**config.mk**
```make
export PLATFORM = sky130hd
export DESIGN_NAME = two_side_increment_countdown_clock
export DESIGN_NICKNAME = d
export VERILOG_FILES = /design/src/design/tsicc_pkg.sv /design/src/design/tsicc_step.sv /design/src/design/two_side_increment_countdown_clock.sv
export VERILOG_INCLUDE_DIRS = /design/src /design/src/design
export SDC_FILE = /design/constraint.sdc
export NUM_CORES = 2
export LEC_CHECK = 0
export BUFFER_PORTS_ARGS = -buffer_cell sky130_fd_sc_hd__clkbuf_2
export CORE_ASPECT_RATIO = 0.7
export CORE_MARGIN = 1.5
export CORE_UTILIZATION = 45
export CTS_CLUSTER_SIZE = 16
export DETAILED_ROUTE_END_ITERATION = 6
export PLACE_DENSITY = 0.69
export SYNTH_ARGS = -nofsm -noshare
export SYNTH_HDL_FRONTEND = slang
export SYNTH_SLANG_ARGS = --single-unit
```
**constraint.sdc**
```tcl
create_clock -name clk -period 11.46 [get_ports clk]
set_input_delay 2.865 -clock clk [delete_from_list [all_inputs] [get_ports clk]]
set_output_delay 2.865 -clock clk [all_outputs]
set_load 0.02 [all_outputs]
```
**src/design/assert_macros.svh**
```systemverilog
// Assertion helpers for the clock RTL.
// ASSERT_IMP: same-cycle implication under the clock, off while in reset.
// ASSERT_NXT: next-cycle implication under the clock, off while in reset.
`ifndef ASSERT_MACROS_SVH
`define ASSERT_MACROS_SVH

`ifndef SYNTH
`define ASSERT_IMP(label, clk, rst_n, ante, cons) \
    label: assert property (@(posedge clk) disable iff (!rst_n) (ante) |-> (cons)) \
        else $error("assertion failed");
`define ASSERT_NXT(label, clk, rst_n, ante, cons) \
    label: assert property (@(posedge clk) disable iff (!rst_n) (ante) |=> (cons)) \
        else $error("assertion failed");
`else
`define ASSERT_IMP(label, clk, rst_n, ante, cons)
`define ASSERT_NXT(label, clk, rst_n, ante, cons)
`endif

`endif

```
**src/design/tsicc_pkg.sv**
```systemverilog
package tsicc_pkg;

    localparam int TIME_W  = 32;
    localparam int CMD_W   = 4;
    localparam int MST_W   = 3;
    localparam int PADDR_W = 4;
    localparam int PDATA_W = 32;

    localparam logic [TIME_W-1:0] TIME_MAX    = '1;
    localparam logic [TIME_W-1:0] SERIAL_HALF = 32'h8000_0000;

    typedef enum logic [CMD_W-1:0] {
        CMD_NEW_GAME  = 4'd0,
        CMD_START     = 4'd1,
        CMD_PAUSE     = 4'd2,
        CMD_RESUME    = 4'd3,
        CMD_UPDATE    = 4'd4,
        CMD_MOVE      = 4'd5,
        CMD_SET_ONE   = 4'd6,
        CMD_SYNC_BOTH = 4'd7,
        CMD_ADD_TIME  = 4'd8,
        CMD_QUERY     = 4'd9
    } cmd_t;

    typedef enum logic [MST_W-1:0] {
        MS_APPLIED     = 3'd0,
        MS_DISABLED    = 3'd1,
        MS_NOT_STARTED = 3'd2,
        MS_FLAGGED     = 3'd3,
        MS_PAUSED      = 3'd4,
        MS_WRONG_SIDE  = 3'd5
    } mst_t;

    typedef enum logic [1:0] {
        REG_ENABLE    = 2'd0,
        REG_INITIAL   = 2'd1,
        REG_INCREMENT = 2'd2
    } reg_idx_t;

    typedef struct packed {
        logic              enabled;
        logic [TIME_W-1:0] initial_ms;
        logic [TIME_W-1:0] increment_ms;
    } tsicc_cfg_t;

    typedef struct packed {
        cmd_t              cmd;
        logic              side;
        logic [TIME_W-1:0] now_ms;
        logic [TIME_W-1:0] value_a;
        logic [TIME_W-1:0] value_b;
        logic [TIME_W-1:0] event_id;
    } tsicc_req_t;

    typedef struct packed {
        logic [1:0][TIME_W-1:0] side_time;
        logic                   running_side;
        logic [TIME_W-1:0]      anchor;
        logic                   started;
        logic                   paused;
        logic                   flag;
        logic                   flag_who;
        logic                   event_seen;
        logic [TIME_W-1:0]      event_last;
    } tsicc_state_t;

    typedef struct packed {
        logic              accepted;
        mst_t              move_status;
        logic [TIME_W-1:0] white_ms;
        logic [TIME_W-1:0] black_ms;
        logic              active_side;
        logic              is_started;
        logic              is_paused;
        logic              has_flag;
        logic              flag_side;
        logic              has_event;
        logic [TIME_W-1:0] last_event;
    } tsicc_result_t;

    // Fresh game: both sides loaded, everything else cleared.
    function automatic tsicc_state_t new_game_state(input logic [TIME_W-1:0] init_ms);
        tsicc_state_t s;
        s.side_time[0] = init_ms;
        s.side_time[1] = init_ms;
        s.running_side = 1'b0;
        s.anchor       = '0;
        s.started      = 1'b0;
        s.paused       = 1'b0;
        s.flag         = 1'b0;
        s.flag_who     = 1'b0;
        s.event_seen   = 1'b0;
        s.event_last   = '0;
        return s;
    endfunction

endpackage

```
**src/design/tsicc_step.sv**
```systemverilog
module tsicc_step (
    input  tsicc_pkg::tsicc_cfg_t    cfg,
    input  tsicc_pkg::tsicc_state_t  st,
    input  tsicc_pkg::tsicc_req_t    req,
    output tsicc_pkg::tsicc_state_t  nx,
    output tsicc_pkg::tsicc_result_t res
);
    import tsicc_pkg::*;

    // Add with clamp at the top of the time range.
    function automatic logic [TIME_W-1:0] sat_add(input logic [TIME_W-1:0] a,
                                                  input logic [TIME_W-1:0] b);
        logic [TIME_W:0] sum;
        sum = {1'b0, a} + {1'b0, b};
        return sum[TIME_W] ? TIME_MAX : sum[TIME_W-1:0];
    endfunction

    // Re-derive the flag after times were overwritten; re-anchor at now.
    function automatic tsicc_state_t reconcile(input tsicc_state_t s,
                                               input logic [TIME_W-1:0] now);
        tsicc_state_t r;
        r      = s;
        r.flag = 1'b0;
        if (s.started) begin
            if (s.side_time[s.running_side] == '0) begin
                r.flag     = 1'b1;
                r.flag_who = s.running_side;
            end else if (s.side_time[~s.running_side] == '0) begin
                r.flag     = 1'b1;
                r.flag_who = ~s.running_side;
            end
        end
        if (r.flag) begin
            r.paused = 1'b0;
        end
        r.anchor = now;
        return r;
    endfunction

    logic              running;
    logic [TIME_W-1:0] elapsed;
    logic [TIME_W-1:0] t_rs;
    logic              ch_zero;
    logic [TIME_W-1:0] ch_rem;
    tsicc_state_t      chg;
    logic [TIME_W-1:0] id_gap;
    logic              add_ok;
    logic              run_n;
    logic [TIME_W-1:0] proj_rs;
    logic              acc;
    mst_t              mst;

    always_comb
    begin
        running = cfg.enabled && st.started && !st.paused && !st.flag;
        elapsed = req.now_ms - st.anchor;
        t_rs    = st.side_time[st.running_side];
        ch_zero = (elapsed >= t_rs);
        ch_rem  = t_rs - elapsed;

        // State as it stands after charging the running side up to now.
        chg = st;
        if (running) begin
            if (ch_zero) begin
                chg.side_time[st.running_side] = '0;
                chg.flag                       = 1'b1;
                chg.flag_who                   = st.running_side;
                chg.paused                     = 1'b0;
            end else begin
                chg.side_time[st.running_side] = ch_rem;
                chg.anchor                     = req.now_ms;
            end
        end

        id_gap = req.event_id - st.event_last;
        add_ok = cfg.enabled && st.started && !st.flag &&
                 !(st.event_seen && ((id_gap == '0) || (id_gap >= SERIAL_HALF)));

        nx  = st;
        acc = 1'b0;
        mst = MS_APPLIED;

        case (req.cmd)
            CMD_NEW_GAME:
            begin
                nx  = new_game_state(cfg.initial_ms);
                acc = 1'b1;
            end
            CMD_START:
            begin
                if (cfg.enabled && !st.started) begin
                    nx.running_side = 1'b0;
                    nx.anchor       = req.now_ms;
                    nx.started      = 1'b1;
                    nx.paused       = 1'b0;
                    nx.flag         = 1'b0;
                    acc             = 1'b1;
                end
            end
            CMD_PAUSE:
            begin
                if (running) begin
                    nx = chg;
                    if (!ch_zero) begin
                        nx.paused = 1'b1;
                        acc       = 1'b1;
                    end
                end
            end
            CMD_RESUME:
            begin
                if (cfg.enabled && st.started && st.paused && !st.flag) begin
                    nx.paused = 1'b0;
                    nx.anchor = req.now_ms;
                    acc       = 1'b1;
                end
            end
            CMD_UPDATE:
            begin
                nx  = chg;
                acc = cfg.enabled;
            end
            CMD_MOVE:
            begin
                if (!cfg.enabled) begin
                    mst = MS_DISABLED;
                end else if (!st.started) begin
                    mst = MS_NOT_STARTED;
                end else if (st.flag) begin
                    mst = MS_FLAGGED;
                end else if (st.paused) begin
                    mst = MS_PAUSED;
                end else if (req.side != st.running_side) begin
                    mst = MS_WRONG_SIDE;
                end else if (ch_zero) begin
                    nx  = chg;
                    mst = MS_FLAGGED;
                end else begin
                    nx                     = chg;
                    nx.side_time[req.side] = sat_add(ch_rem, cfg.increment_ms);
                    nx.running_side        = ~req.side;
                    nx.anchor              = req.now_ms;
                    acc                    = 1'b1;
                end
            end
            CMD_SET_ONE:
            begin
                if (cfg.enabled) begin
                    nx                     = chg;
                    nx.side_time[req.side] = req.value_a;
                    nx                     = reconcile(nx, req.now_ms);
                    acc                    = 1'b1;
                end
            end
            CMD_SYNC_BOTH:
            begin
                if (cfg.enabled) begin
                    nx              = chg;
                    nx.side_time[0] = req.value_a;
                    nx.side_time[1] = req.value_b;
                    nx              = reconcile(nx, req.now_ms);
                    acc             = 1'b1;
                end
            end
            CMD_ADD_TIME:
            begin
                if (add_ok) begin
                    nx = chg;
                    if (!(running && ch_zero)) begin
                        nx.side_time[req.side] = sat_add(chg.side_time[req.side],
                                                         req.value_a);
                        nx.event_seen          = 1'b1;
                        nx.event_last          = req.event_id;
                        nx.anchor              = req.now_ms;
                        acc                    = 1'b1;
                    end
                end
            end
            CMD_QUERY:
            begin
                acc = cfg.enabled;
            end
            default:
            begin
                acc = 1'b0;
            end
        endcase

        // Project the running side to now. An anchor at now means no time has
        // passed; otherwise the state is untouched and the charge above holds.
        run_n   = cfg.enabled && nx.started && !nx.paused && !nx.flag;
        proj_rs = (nx.anchor == req.now_ms) ? nx.side_time[nx.running_side]
                                            : (ch_zero ? '0 : ch_rem);

        res.accepted    = acc;
        res.move_status = mst;
        res.white_ms    = (run_n && !nx.running_side) ? proj_rs : nx.side_time[0];
        res.black_ms    = (run_n &&  nx.running_side) ? proj_rs : nx.side_time[1];
        res.active_side = nx.running_side;
        res.is_started  = nx.started;
        res.is_paused   = nx.paused;
        res.has_flag    = nx.flag;
        res.flag_side   = nx.flag_who;
        res.has_event   = nx.event_seen;
        res.last_event  = nx.event_last;
        if (!nx.flag && run_n && (proj_rs == '0)) begin
            res.has_flag  = 1'b1;
            res.flag_side = nx.running_side;
            res.is_paused = 1'b0;
        end
    end

endmodule

```
**src/design/two_side_increment_countdown_clock.sv**
```systemverilog
// Two-sided countdown clock with a per-move increment.
//
// Requests enter on in_valid/in_stall with a command, a side, a wrapping
// millisecond timestamp and up to three operands. Every request yields one
// result on out_valid/out_stall: an accepted bit, a move status and a full
// snapshot of both sides projected to the request's timestamp.
// A request is held in the input register, is resolved in a single
// pass of logic against the live clock state, and lands in the result
// register; out_valid rises once the result register is loaded. One
// request per cycle is taken at full rate while out_stall is low; the
// only loop is the state register feeding back into the single-pass update.
// When the receiver stalls, the result is held and the request behind it waits
// in the input register; in_stall rises only while both stages are occupied.
// The APB port sets enable, initial time and increment; write it only while
// no request is in flight. Reset clears the configuration, leaves both sides
// at zero time, unstarted, white to move, and empties both stages.
`include "assert_macros.svh"

module two_side_increment_countdown_clock (
    input  logic                            clk,
    input  logic                            rst_n,
    // request channel
    input  logic                            in_valid,
    output logic                            in_stall,
    input  logic [tsicc_pkg::CMD_W-1:0]     cmd,
    input  logic                            side,
    input  logic [tsicc_pkg::TIME_W-1:0]    now_ms,
    input  logic [tsicc_pkg::TIME_W-1:0]    value_a,
    input  logic [tsicc_pkg::TIME_W-1:0]    value_b,
    input  logic [tsicc_pkg::TIME_W-1:0]    event_id,
    // result channel
    output logic                            out_valid,
    input  logic                            out_stall,
    output logic                            accepted,
    output logic [tsicc_pkg::MST_W-1:0]     move_status,
    output logic [tsicc_pkg::TIME_W-1:0]    white_ms,
    output logic [tsicc_pkg::TIME_W-1:0]    black_ms,
    output logic                            active_side,
    output logic                            is_started,
    output logic                            is_paused,
    output logic                            has_flag,
    output logic                            flag_side,
    output logic                            has_event,
    output logic [tsicc_pkg::TIME_W-1:0]    last_event,
    // configuration port
    input  logic                            psel,
    input  logic                            penable,
    input  logic                            pwrite,
    input  logic [tsicc_pkg::PADDR_W-1:0]   paddr,
    input  logic [tsicc_pkg::PDATA_W-1:0]   pwdata,
    output logic [tsicc_pkg::PDATA_W-1:0]   prdata,
    output logic                            pready
);
    import tsicc_pkg::*;

    tsicc_cfg_t    cfg_reg;
    tsicc_state_t  state_reg;
    tsicc_state_t  state_next;
    tsicc_req_t    req_reg;
    logic          in_valid_reg;
    tsicc_result_t res_reg;
    tsicc_result_t res_next;
    logic          out_valid_reg;
    logic          in_take;
    logic          fire;
    logic          cfg_wr;
    reg_idx_t      cfg_idx;

    // Resolve the held request whenever the result register is free or drains.
    assign fire     = in_valid_reg && (!out_valid_reg || !out_stall);
    assign in_stall = in_valid_reg && !fire;
    assign in_take  = in_valid && !in_stall;

    tsicc_step u_step (
        .cfg (cfg_reg),
        .st  (state_reg),
        .req (req_reg),
        .nx  (state_next),
        .res (res_next)
    );

    // Input register: hold the request until it is resolved.
    always_ff @(posedge clk or negedge rst_n)
    begin
        if (!rst_n) begin
            in_valid_reg <= 1'b0;
        end else if (in_take) begin
            in_valid_reg <= 1'b1;
        end else if (fire) begin
            in_valid_reg <= 1'b0;
        end
    end

    always_ff @(posedge clk)
    begin
        if (in_take) begin
            req_reg.cmd      <= cmd_t'(cmd);
            req_reg.side     <= side;
            req_reg.now_ms   <= now_ms;
            req_reg.value_a  <= value_a;
            req_reg.value_b  <= value_b;
            req_reg.event_id <= event_id;
        end
    end

    // Clock state: advance once per resolved request.
    always_ff @(posedge clk or negedge rst_n)
    begin
        if (!rst_n) begin
            state_reg <= new_game_state('0);
        end else if (fire) begin
            state_reg <= state_next;
        end
    end

    // Result register: load on resolve, drop once taken.
    always_ff @(posedge clk or negedge rst_n)
    begin
        if (!rst_n) begin
            out_valid_reg <= 1'b0;
        end else if (fire) begin
            out_valid_reg <= 1'b1;
        end else if (!out_stall) begin
            out_valid_reg <= 1'b0;
        end
    end

    always_ff @(posedge clk)
    begin
        if (fire) begin
            res_reg <= res_next;
        end
    end

    assign out_valid   = out_valid_reg;
    assign accepted    = res_reg.accepted;
    assign move_status = res_reg.move_status;
    assign white_ms    = res_reg.white_ms;
    assign black_ms    = res_reg.black_ms;
    assign active_side = res_reg.active_side;
    assign is_started  = res_reg.is_started;
    assign is_paused   = res_reg.is_paused;
    assign has_flag    = res_reg.has_flag;
    assign flag_side   = res_reg.flag_side;
    assign has_event   = res_reg.has_event;
    assign last_event  = res_reg.last_event;

    // Configuration registers, one word apart.
    assign pready  = 1'b1;
    assign cfg_wr  = psel && penable && pwrite;
    assign cfg_idx = reg_idx_t'(paddr[PADDR_W-1:2]);

    always_ff @(posedge clk or negedge rst_n)
    begin
        if (!rst_n) begin
            cfg_reg.enabled      <= 1'b0;
            cfg_reg.initial_ms   <= '0;
            cfg_reg.increment_ms <= '0;
        end else if (cfg_wr) begin
            case (cfg_idx)
                REG_ENABLE:    cfg_reg.enabled      <= pwdata[0];
                REG_INITIAL:   cfg_reg.initial_ms   <= pwdata[TIME_W-1:0];
                REG_INCREMENT: cfg_reg.increment_ms <= pwdata[TIME_W-1:0];
                default:       cfg_reg.enabled      <= cfg_reg.enabled;
            endcase
        end
    end

    always_comb
    begin
        case (cfg_idx)
            REG_ENABLE:    prdata = {{(PDATA_W-1){1'b0}}, cfg_reg.enabled};
            REG_INITIAL:   prdata = cfg_reg.initial_ms;
            REG_INCREMENT: prdata = cfg_reg.increment_ms;
            default:       prdata = '0;
        endcase
    end

    // A fallen flag always clears the pause.
    `ASSERT_IMP(a_flag_unpaused, clk, rst_n, state_reg.flag, !state_reg.paused)
    // Only a started clock can be paused.
    `ASSERT_IMP(a_pause_needs_start, clk, rst_n, state_reg.paused, state_reg.started)
    // A refused move never reports accepted.
    `ASSERT_IMP(a_move_status_acc, clk, rst_n, out_valid_reg && res_reg.accepted,
                res_reg.move_status == MS_APPLIED)
    // Snapshot never shows flagged and paused together.
    `ASSERT_IMP(a_snap_flag_pause, clk, rst_n, out_valid_reg && res_reg.has_flag,
                !res_reg.is_paused)
    // Without a resolved request, the clock state holds its value.
    `ASSERT_NXT(a_state_hold, clk, rst_n, !fire, state_reg == $past(state_reg))

endmodule
```
==> reports/results.tsv <==
metric	value	unit
Hold Buf Count CTS	0	
Initial Util	0.4547	
antenna-violating nets left	0	
post-synth top area cell	edfxtp_1	
DIE AREA	83140	um2
H-tree depth	2	
largest net degree at the start of global routing	126	
vias per cell	7.012	
CTS tree	built	
Yosys cell types	114	
HP Start	state_reg[66]	
Mean Syn Cell Area	8.502	um2
final setup vio count	0	
Synth area leaders	edfxtp_1, dfrtp_1, o21ai_0	
Fin. Hold Viols	0	
CTS clock-pin slew for the worst setup and hold paths	0.07	ns
first-pass GRT wire length	287500	um
CP Class	flop to flop	
hold depth	2	
top_reg_cell synth	edfxtp_1	
crit share post-route	0.9975	
Fill cells	7508	
Crit-path slowest cell	or4_4	
required time worst endpoint	11.87	ns
first-iteration detailed-routing DRC count	7594	
share of the synthesized area in the top cell type	0.1959	
maximum clock frequency	87.48	MHz
Final HPWL DP	160600	um
GRT overflow	0	
ys async rst share	0.4568	
storage element area	12210	um2
placeable core area	80550	um2
wire length per cell	34.41	um
Top-Level Pins	317	
Startpoint Class	flop	
Skew-Pair Late Insertion Delay	0.67	ns
Synth Warn #	0	
Placer Congestion	1.161	
Die W	344.0	um
initial antenna violation count	14	
worst path arrival time	11.84	ns
worst flop-to-flop path startpoint	req_reg[96]	
Max VDD drop	0.0003101	V
placed cell count	5967	
area of the multi-input gates	23110	um2
post-synthesis sequential area ratio	0.3333	
skew final	0.05510	ns
EDFF count, synth	239	
row count	87	
Post-synth top cells	nand2_1, o21ai_0, a21oi_1, nor2_1, edfxtp_1	
Area Overhead vs Synth	22.40	%
CP endpoint kind	flop	
Yosys reg bits	440	
static leakage	18.77	nW
nets	5296	
Die Y	241.7	um
Final Non-Filler Cells	6077	
violated checks	DRC, capacitance limit, slew limit	
routed wire length	209100	um
reg-to-reg slack, setup	0.03	ns
CTS Root Cell	clkbuf_16	
HP Class	flop to flop	
CP Max Fanout	13	
via count	42610	
Reg2Reg Capture Point	flag_side	
Reg2Reg Depth	53	
max cap viols	1	
relative slew slack	-0.004323	
number of global-route vias before repair	38020	
status	finished, violations left	
Post-Syn Area	36630	um2
CTS Buffer Depth	3	
Power Density	390.3	nW/um2
detailed-route DRC error count	65	
Num CTS Buffers	46	
drt pass-1 iters	7	
max reg flops	134	
setup_tns	0	ns
# port buffers	313	
Min-Delay Endpoint	state_reg[66]	
synthesized instance count	4308	
most common cell in the netlist	nand2_1	
max-slew violation count	1	
CTS sink cnt	440	
Slew @ Worst Pin	1.491	ns
Syn Nets	4646	
aggregate global-route resource usage	0.4834	
crit path time final	11.43	ns
fraction of layout cells with a size suffix above 1	0.2504	
Slowest Stage Delay on Critical Path	0.42	ns
-- kinds of logic after synthesis --
family,Yosys count,synth area share
muxes,198,0.05794
and+or+nand+nor,1280,0.1639
other,1,0.0001024
buffers and inverters,427,0.04875
DFF,440,0.3333
xor gates and xnor gates,107,0.02559
AOI/OAI and AO/OA,1693,0.3143
adders and majority gates,162,0.05616
-- worst max-delay path: cells and delay by family, from the launching register on --
family / cells / cell delay, ns
xor+xnor: 1 / 0.22
flops: 1 / 0.41
buf+inv: 8 / 1.32
fa+ha+maj: 4 / 1.11
mux: 2 / 0.47
simple gates: 15 / 2.55
compound gates: 23 / 5.06
-- worst max-delay path by stage --
stage	startpoint	cells after the start	slack [ns]	endpoint
6_report	req_reg[96]	53	0.03	flag_side
5_1_grt	req_reg[96]	55	-0.14	flag_side
4_1_cts	req_reg[96]	54	0.02	flag_side
3_5_place_dp	req_reg[96]	55	-0.67	flag_side
3_3_place_gp	req_reg[96]	55	-0.60	flag_side
2_1_floorplan	req_reg[96]	51	1.46	flag_side
-- metal layers --
metal | GRT usage | wire [um]
met2 | 0.6010 | 75830
met1 | 0.6810 | 84900
met5 | 0.03588 | 354
met4 | 0.2344 | 12980
met3 | 0.2289 | 35010
-- per-stage QoR --
stage | area (um2) | utilization | power (mW) | hold slack, ns | setup slack [ns]
floorplan | 36630 | - | 8.941 | 0.4478 | 1.462
global route | 44810 | 0.5562 | 17.80 | 0.5504 | -0.1382
detailed placement | 42760 | 0.5308 | 14.70 | 0.4687 | -0.6685
CTS | 44420 | 0.5515 | 16.41 | 0.5010 | 0.01556
global placement | 42750 | 0.5307 | 14.66 | 0.4673 | -0.6035
finish | 44830 | 0.5566 | 17.50 | 0.4977 | 0.02832
-- report_power, final --
part / leakage (nW) / switching, mW / internal (mW)
logic: 13.1 / 8.89 / 4.49
clock network: 0.770 / 0.739 / 0.883
registers: 4.88 / 0.452 / 2.05
total: 18.8 / 10.1 / 7.42
-- cell usage in the layout (no fill, tap or decap), types with 139 or more instances in the layout --
| cell type | count |
|---|---|
| a21oi_1 | 337 |
| buf_4 | 556 |
| clkbuf_2 | 312 |
| dfrtp_1 | 200 |
| edfxtp_1 | 239 |
| ha_1 | 156 |
| inv_1 | 139 |
| nand2_1 | 424 |
| nor2_1 | 331 |
| o21ai_0 | 421 |
-- cell type report --
cell class | count | area share
diodes | 13 | 0.0007256
clock buffers | 54 | 0.02771
clock inverters | 32 | 0.007703
inverters | 145 | 0.01234
multi-input cells | 3441 | 0.5154
flip-flops and latches | 440 | 0.2723
well taps | 1068 | 0.02981
repair buffers | 884 | 0.1340
-- timing repair --
| action | in CTS | in global routing |
|---|---|---|
| setup endpoints to repair | 7 | 34 |
| setup buffers | 0 | 11 |
| pin swaps | 3 | 39 |
| resized for setup | 15 | 64 |
| cloned | 0 | 1 |
Power figures use the tool's default switching activity.
